==> src/fragment_depth_test_and_alpha_blend_assert.svh <==
`ifndef FRAGMENT_DEPTH_TEST_AND_ALPHA_BLEND_ASSERT_SVH
`define FRAGMENT_DEPTH_TEST_AND_ALPHA_BLEND_ASSERT_SVH

// Condition and expression hold in the same cycle.
`define FDTAB_ASSERT_IMPLY(name, clk, rst, cond, expr, msg) \
   name: assert property (@(posedge clk) disable iff (rst) (cond) |-> (expr)) \
      else $error(msg);

// Expression holds in the cycle after the condition.
`define FDTAB_ASSERT_NEXT(name, clk, rst, cond, expr, msg) \
   name: assert property (@(posedge clk) disable iff (rst) (cond) |=> (expr)) \
      else $error(msg);

`endif

==> src/fdtab_pkg.sv <==
package fdtab_pkg;

   localparam int STRIDE_W = 9;
   localparam int SPAN_W   = 17;

   localparam logic [STRIDE_W-1:0] STRIDE_RESET = 9'd256;
   localparam logic [7:0]          DEPTH_FAR    = 8'hFF;
   localparam logic [7:0]          BYTE_MAX     = 8'hFF;

   typedef enum logic [1:0] {
      CSR_DEPTH_TEST = 2'd0,
      CSR_BLEND      = 2'd1,
      CSR_ROW_STRIDE = 2'd2
   } csr_index_type;

   typedef logic [3:0][7:0] color_type;

   typedef struct packed {
      logic [7:0]         pixel_x;
      logic [7:0]         pixel_y;
      logic signed [15:0] frag_depth;
      logic [7:0]         src_c0;
      logic [7:0]         src_c1;
      logic [7:0]         src_c2;
      logic [7:0]         src_alpha;
   } req_type;

   typedef struct packed {
      logic       written;
      logic [7:0] out_c0;
      logic [7:0] out_c1;
      logic [7:0] out_c2;
      logic [7:0] out_alpha;
   } rsp_type;

endpackage

==> src/fdtab_blend.sv <==
module fdtab_blend (
   input  logic                 clock,
   input  logic                 load,
   input  logic                 blend_on,
   input  fdtab_pkg::color_type src,
   input  fdtab_pkg::color_type dst,
   output fdtab_pkg::color_type res
);
   import fdtab_pkg::*;

   logic [3:0][15:0] src_prod_ff;
   logic [3:0][15:0] src_prod_in;
   logic [3:0][15:0] dst_prod_ff;
   logic [3:0][15:0] dst_prod_in;
   logic             blend_ff;
   color_type        src_ff;
   logic [7:0]       inv_alpha;

   // Exact floor(p / 255) for any product of two bytes.
   function automatic logic [7:0] div255(input logic [15:0] p);
      logic [16:0] sum;
      sum = 17'(p) + 17'(p[15:8]) + 17'd1;
      return sum[15:8];
   endfunction

   assign inv_alpha = BYTE_MAX - src[3];

   always_comb begin
      for (int k = 0; k < 4; k++) begin
         src_prod_in[k] = 16'(src[k]) * 16'(src[3]);
         dst_prod_in[k] = 16'(dst[k]) * 16'(inv_alpha);
      end
   end

   always_ff @(posedge clock) begin
      if (load) begin
         src_prod_ff <= src_prod_in;
         dst_prod_ff <= dst_prod_in;
         blend_ff    <= blend_on;
         src_ff      <= src;
      end
   end

   always_comb begin
      if (blend_ff) begin
         for (int k = 0; k < 4; k++) begin
            res[k] = div255(src_prod_ff[k]) + div255(dst_prod_ff[k]);
         end
      end else begin
         res = {BYTE_MAX, src_ff[2], src_ff[1], src_ff[0]};
      end
   end

endmodule

==> config.mk <==
export PLATFORM = sky130hd
export DESIGN_NAME = fdtab_blend
export DESIGN_NICKNAME = d
export VERILOG_FILES = /design/src/fragment_depth_test_and_alpha_blend_assert.svh /design/src/fdtab_pkg.sv /design/src/fdtab_blend.sv
export SDC_FILE = /design/constraint.sdc
export NUM_CORES = 1
export LEC_CHECK = 0
export ABC_AREA = 1
export BUFFER_PORTS_ARGS = -buffer_cell sky130_fd_sc_hd__buf_4
export CORE_MARGIN = 5
export CORE_UTILIZATION = 40
export DETAILED_ROUTE_END_ITERATION = 10
export SETUP_SLACK_MARGIN = 0.05
export SYNTH_ARGS = -nofsm -noshare
export SYNTH_HDL_FRONTEND = slang
export SYNTH_SLANG_ARGS = --single-unit
export TNS_END_PERCENT = 100
==> constraint.sdc <==
create_clock -name clock -period 10.2 [get_ports clock]
set_clock_uncertainty 0.2 [all_clocks]
set_input_delay 1.02 -clock clock [delete_from_list [all_inputs] [get_ports clock]]
set_output_delay 1.02 -clock clock [all_outputs]
set_load 0.01 [all_outputs]
==> impl_metrics.env, run 1 <==
export IMPL_filler_cells=6258
export IMPL_placement_setup_worst_slack_ns=4.21
export IMPL_utilization_pct=43.7
export IMPL_maxSlewViolCount=0
export IMPL_post_synth_num_cell_types=43
export IMPL_detail_route_vias_per_cell=4.75
export IMPL_synth_avg_cell_area_um2=8.05
export IMPL_finalSetupViolations=0
export IMPL_max_freq_mhz=182
export IMPL_drc=0
export IMPL_power_static_leakage_nw=15.3
export IMPL_layout_commonest_cell="inv_1"
export IMPL_layout_cells_most_common_list="751 x inv_1, 604 x nand2_1, 363 x ha_1, 314 x nor2_1, 281 x fa_1"
export IMPL_power_density_mw_per_mm2=235
export IMPL_data_arrival_time_of_the_critical_path_ns=5.48
export IMPL_total_power_mw=6.34
export IMPL_clock_tree_from_tritoncts="built"
export IMPL_critPathLaunch="src[30]"
export IMPL_port_buffer_count=98
export IMPL_grt_start_max_net_pins=83
export IMPL_final_setup_tns_ns=0
export IMPL_cts_sinks=152
export IMPL_worstHoldPathType="primary input to flip-flop"
export IMPL_async_reset_ff_share_pct=0
export IMPL_start_util_pct=40.3
export IMPL_mappedNetlistNets=3803
export IMPL_cts_inserted_buffers=17
export IMPL_core_area_mm2=0.0617
export IMPL_start_kind="primary input"
export IMPL_mappedNetlistArea_mm2=0.0249
export IMPL_antenna_left=0
export IMPL_min_period_over_period_pct=53.8
export IMPL_rows=91
export IMPL_setup_slack_ns=4.72
export IMPL_antenna_found_initial=0
export IMPL_die_height_um=259
export IMPL_end_kind="flip-flop"
export IMPL_io_pins=99
export IMPL_grt_first_pass_wirelength_um=95700
export IMPL_synth_seq_area_share_pct=18.3
export IMPL_drt_wirelength_per_cell_um=14.2
export IMPL_routability_congestion_estimate=0.850
export IMPL_synth_enable_flop_cells=152
export IMPL_criticalPathCategory="primary input to flip-flop"
export IMPL_grt_total_usage_pct=17.4
export IMPL_place_detailed_hpwl_um=45300
export IMPL_fin_nets=3841
export IMPL_synthesized_netlist_cell_count=3092
export IMPL_drt_initial_drc_count=860
export IMPL_globalRouteOverflowTotal=0
export IMPL_slew_headroom_pct=39.2
export IMPL_worst_hold_startpoint="blend_on"
export IMPL_worstMarginPinSlew_ns=0.912
export IMPL_clk_pin_slew_ns=0.07
export IMPL_post_cts_setup_buffer_count=0
export IMPL_synth_top_flop_cell="edfxtp_1"
export IMPL_die_width_um=259
export IMPL_rsz0062_at_grt="no"
export IMPL_min_period_ns=5.48
export IMPL_n_antenna_cell=0
export IMPL_floorplan_die_area_mm2=0.0673
export IMPL_first_pass_iteration_count_of_the_detailed_router=5
export IMPL_cts_max_level=4
export IMPL_ys_ff_latch=152
export IMPL_path_max_fanout=52
export IMPL_synthesis_yosys_warnings=0
export IMPL_finalHoldViolations=0
export IMPL_flow_area_growth_from_synthesis_pct=8.35
export IMPL_cts_root_buf="clkbuf_16"
export IMPL_post_cts_resized=0
export IMPL_peakVddDrop_mv=0.157
export IMPL_drt_wl_total_um=56600
export IMPL_cts_hold_buffers=0
export IMPL_vias=18900
export IMPL_cp_required_ns=10.20
export IMPL_cts_path_max_buffers=2
export IMPL_run_status="completed"
export IMPL_layout_drive_gt1_share_pct=5.67
export IMPL_max_cap_viol_count=0
export IMPL_grt_pass1_vias=19100
==> kinds of logic (layout without fill, tap and decap cells) <==
group | after synthesis | after routing | share of synthesized area (%)
simple gates | 1043 | 1043 | 16.7
compound gates | 275 | 275 | 6.46
xor+xnor | 139 | 139 | 4.89
flops | 152 | 152 | 18.3
buf+inv | 839 | 889 | 12.8
fa+ha+maj | 644 | 644 | 40.8
==> Yosys cell counts, types with 49 or more instances <==
cell	instances	share of area (%)
inv_1	751	11
nand2_1	604	9.1
ha_1	363	18
nor2_1	314	4.7
fa_1	281	23
edfxtp_1	152	18
a21oi_1	138	2.8
xor2_1	90	3.2
nand3_1	73	1.5
clkbuf_1	53	0.80
o21ai_0	52	1.0
xnor2_1	49	1.7
==> per-stage QoR <==
step	hold slack [ns]	cells	instance area [µm²]
2_1_floorplan	0.919	3092	24900
3_3_place_gp	0.999	3948	26400
3_5_place_dp	1.00	3948	26400
4_1_cts	0.494	3979	27000
5_1_grt	0.514	3979	27000
6_report	0.536	3979	27000
==> worst max-delay path: stages <==
cell and delay [ns]:
buf_4 0.54, inv_1 0.49, nand2_1 0.20, fa_1 0.45, fa_1 0.49, inv_1 0.05, fa_1 0.47, inv_1 0.05
fa_1 0.47, inv_1 0.04, ha_1 0.33, a21oi_1 0.14, o21ai_0 0.08, a21oi_1 0.21, inv_1 0.09, nand3_1 0.07
o21ai_0 0.09, xor2_1 0.16
==> state kept, by name, indices dropped and copies added, names as in the netlist <==
name         count
dst_prod_ff     64
src_prod_ff     63
src_ff          24
blend_ff         1
==> power by group <==
group	leakage (nW)	internal (mW)	switching, mW	total [mW]
clock	0.281	0.365	0.284	0.649
sequential	1.48	1.04	0.193	1.24
combinational	13.6	1.80	2.65	4.46
==> path summary, 6_finish.rpt <==
path                   endpoint  slack [ns]  depth (start not counted)
min          blend_ff$_DFFE_PP_        0.54                          1
max   dst_prod_ff[62]$_DFFE_PP_        4.72                         18
==> cell type report <==
cell class	instances	area [µm²]	area share (%)
flip-flops and latches	152	4560	16.9
clock buffers	17	425	1.58
repair buffers	106	800	2.96
inverters	752	2820	10.5
multi-input cells	2101	17100	63.6
clock inverters	14	163	0.603
well taps	837	1050	3.88
==> routing by layer <==
layer  vias to the layer above  part of all wire (%)  global-route usage, %
li1                       9532                     -                      -
met1                      9062                    48                   24.3
met2                       278                    46                   28.7
met3                        33                   4.1                   2.67
met4                         0                   1.4                   3.87
met5                         -                     0                      0
(Power assumes the default switching activity.)
==> run 2: changes to the inputs <==
--- a/config.mk
+++ b/config.mk
@@ -5,7 +5,7 @@
 export SDC_FILE = /design/constraint.sdc
 export NUM_CORES = 1
 export LEC_CHECK = 0
-export ABC_AREA = 1
+export ABC_AREA = 0
 export BUFFER_PORTS_ARGS = -buffer_cell sky130_fd_sc_hd__buf_4
 export CORE_MARGIN = 5
 export CORE_UTILIZATION = 40
==> constraint.sdc (replaced) <==
create_clock -name clock -period 5.4 [get_ports clock]
set_clock_uncertainty 0.2 [all_clocks]
set_input_delay 0.54 -clock clock [delete_from_list [all_inputs] [get_ports clock]]
set_output_delay 0.54 -clock clock [all_outputs]
set_load 0.01 [all_outputs]
==> impl_metrics.env, run 2 <==
export IMPL_flip_flop_count_of_the_largest_register_all_copies_and_words_added=64
export IMPL_cp_required_ns=4.66
export IMPL_min_period_ns=5.06
export IMPL_worst_hold_startpoint="src[15]"
export IMPL_biggestRegsByFlops="dst_prod_ff: 64 flops, src_prod_ff: 63 flops, src_ff: 24 flops"
export IMPL_final_setup_tns_ns=0
export IMPL_setup_slack_ns=0.344
export IMPL_yosysTopAreaCell="fa_1"
export IMPL_synth_seq_area_share_pct=18.7
export IMPL_synth_avg_cell_area_um2=9.78
export IMPL_synthTopCellsByArea="fa_1 23%, edfxtp_1 19%, ha_1 19%"
export IMPL_die_height_um=257
export IMPL_async_reset_ff_share_pct=0
export IMPL_cts_sinks=152
export IMPL_rows=90
export IMPL_max_freq_mhz=198
export IMPL_post_synthesis_adder_cell_area_fraction_pct=41.7
export IMPL_run_status="completed"
export IMPL_start_kind="flip-flop"
export IMPL_drt_wirelength_per_cell_um=16.4
export IMPL_synth_compound_area_share_pct=6.71
export IMPL_post_route_cell_area_mm2=0.0269
export IMPL_power_static_leakage_nw=12.8
export IMPL_finalHoldViolations=0
export IMPL_worstMarginPinSlew_ns=0.799
export IMPL_filler_cells=5776
export IMPL_synth_top_family_by_area="adder cells"
export IMPL_min_period_over_period_pct=93.6
export IMPL_synth_top_flop_cell="edfxtp_1"
export IMPL_mappedNetlistArea_mm2=0.0244
export IMPL_antenna_found_initial=5
export IMPL_slew_headroom_pct=46.7
export IMPL_cts_inserted_buffers=17
export IMPL_grt_first_pass_wirelength_um=93100
export IMPL_power_density_mw_per_mm2=459
export IMPL_post_synth_num_cell_types=64
export IMPL_io_pins=99
export IMPL_synthesis_yosys_warnings=0
export IMPL_dpl_instance_area_mm2=0.0262
export IMPL_vias=17200
export IMPL_mappedNetlistNets=3204
export IMPL_grt_total_usage_pct=17.3
export IMPL_criticalPathCategory="flip-flop to output port"
export IMPL_worstHoldPathType="primary input to flip-flop"
export IMPL_utilization_pct=44.5
export IMPL_core_area_mm2=0.0604
export IMPL_synth_xor_area_share_pct=6.58
export IMPL_drt_wl_total_um=55400
export IMPL_drc=0
export IMPL_numPlacedInstances=3349
export IMPL_die_width_um=257
export IMPL_finalSetupViolations=0
export IMPL_netlist_area_leader_share_pct=23.1
export IMPL_grt_start_max_net_pins=75
export IMPL_cts_root_buf="clkbuf_16"
export IMPL_max_cap_viol_count=0
export IMPL_filler_free_cell_count_of_the_finished_design=3386
export IMPL_post_synth_and_or_nand_nor_area_fraction_pct=17.9
export IMPL_clk_pin_slew_ns=0.06
export IMPL_hold_depth=1
export IMPL_end_kind="output port"
export IMPL_synth_area_mux_share_pct=1.04
export IMPL_globalRouteOverflowTotal=0
export IMPL_floorplan_die_area_mm2=0.0660
export IMPL_peakVddDrop_mv=0.450
export IMPL_layout_cells_most_common_list="416 x inv_1, 363 x ha_1, 281 x fa_1, 233 x nor2b_1, 176 x and2_1"
export IMPL_largest_register="dst_prod_ff"
export IMPL_clock_tree_from_tritoncts="built"
export IMPL_layout_drive_gt1_share_pct=8.15
export IMPL_total_power_mw=12.3
export IMPL_routability_congestion_estimate=0.828
export IMPL_start_util_pct=40.4
export IMPL_first_pass_iteration_count_of_the_detailed_router=5
export IMPL_placement_setup_worst_slack_ns=-0.0434
export IMPL_synth_enable_flop_cells=152
export IMPL_antenna_left=0
export IMPL_holdWs_ns=0.116
export IMPL_layout_commonest_cell="inv_1"
export IMPL_fin_nets=3298
export IMPL_grt_pass1_vias=18700
export IMPL_flow_area_growth_from_synthesis_pct=10.3
export IMPL_drt_initial_drc_count=703
export IMPL_port_buffer_count=98
export IMPL_path_max_fanout=7
export IMPL_maxSlewViolCount=0
export IMPL_ys_ff_latch=152
export IMPL_synthesized_netlist_cell_count=2493
export IMPL_rsz0062_at_grt="no"
export IMPL_synth_top_cells_by_count="416 x inv_1, 363 x ha_1, 281 x fa_1, 233 x nor2b_1, 176 x and2_1"
export IMPL_synth_most_common_cell="inv_1"
export IMPL_place_detailed_hpwl_um=44400
export IMPL_data_arrival_time_of_the_critical_path_ns=4.32
export IMPL_cts_max_level=4
export IMPL_cts_path_max_buffers=2
export IMPL_detail_route_vias_per_cell=5.07
export IMPL_whs_endpoint="src_ff[15]$_DFFE_PP_"
[run 2: cell count changes in the layout (fill, tap and decap cells not counted), sizes merged, moves of 18 or more]
cell,previous run,this run
xor2,90,33
xnor2,49,145
mux2,0,18
and3,0,21
nor2b,0,233
inv,759,420
nand2b,1,53
nand3,76,40
a21oi,143,92
buf,106,135
o21ai,65,34
nand2,611,114
and2,0,177
nor2,323,57
[run 2: kinds of logic (layout without fill, tap and decap cells)]
logic type	count (synthesis)	after routing
buffers and inverters	478	585
xor gates and xnor gates	180	180
and+or+nand+nor	773	773
muxes	23	23
DFF	152	152
other	0	4
adders and majority gates	644	644
AOI/OAI and AO/OA	243	243
[run 2: worst max-delay path: stages (launching register included)]
cell	delay [ns]
edfxtp_1	0.52
ha_1	0.36
o211ai_1	0.08
a21o_1	0.20
a221oi_4	0.36
and2_1	0.25
nand3_1	0.11
xnor2_1	0.15
ha_1	0.37
nand3_1	0.12
o2111ai_1	0.20
o211ai_1	0.14
xnor2_1	0.15
xnor2_1	0.13
or3_1	0.33
a31oi_1	0.21
buf_4	0.15
[run 2: how the worst max path moves through the flow]
stage | startpoint | endpoint | slack (ns)
2_1_floorplan | src[27] | src_prod_ff[63]$_DFFE_PP_ | 0.20
3_3_place_gp | src[28] | dst_prod_ff[15]$_DFFE_PP_ | 0.07
3_5_place_dp | src[28] | dst_prod_ff[15]$_DFFE_PP_ | -0.04
4_1_cts | dst_prod_ff[42]$_DFFE_PP_ | res[23] | 0.20
5_1_grt | src_prod_ff[61]$_DFFE_PP_ | res[31] | 0.06
6_report | dst_prod_ff[42]$_DFFE_PP_ | res[23] | 0.34
[run 2: power by group]
part | switching [mW] | internal, mW | total (mW) | leakage [nW]
clock | 0.536 | 0.822 | 1.36 | 0.305
sequential | 0.367 | 1.96 | 2.33 | 1.48
combinational | 4.50 | 4.15 | 8.66 | 11.0
total | 5.41 | 6.94 | 12.3 | 12.8
[run 2: layout make-up]
cell class	instances	area [µm²]	area share (%)
Clock inverter	14	220	0.819
Timing Repair Buffer	136	1080	4.01
Inverter	417	1570	5.82
Tap cell	782	978	3.64
Clock buffer	18	429	1.60
Antenna cell	4	10.0	0.0372
Multi-Input combinational cell	1863	18000	67.1
Sequential cell	152	4560	17.0
[run 2: what timing repair did]
action,4_1_cts,5_1_grt
setup buffers,0,0
setup endpoints to repair,0,2
resized for setup,0,2
hold endpoints to repair,1,0
hold buffers,1,0
[run 2: per-layer routing]
layer / GRT usage (%) / vias to the layer above / wire (µm) / share of wire, %
met5: 0 / - / 26 / 0.047
met4: 4.01 / 4 / 862 / 1.6
met3: 3.34 / 61 / 2080 / 3.8
met2: 30.8 / 238 / 27700 / 50
met1: 21.8 / 8594 / 24800 / 45
li1: - / 8275 / - / -
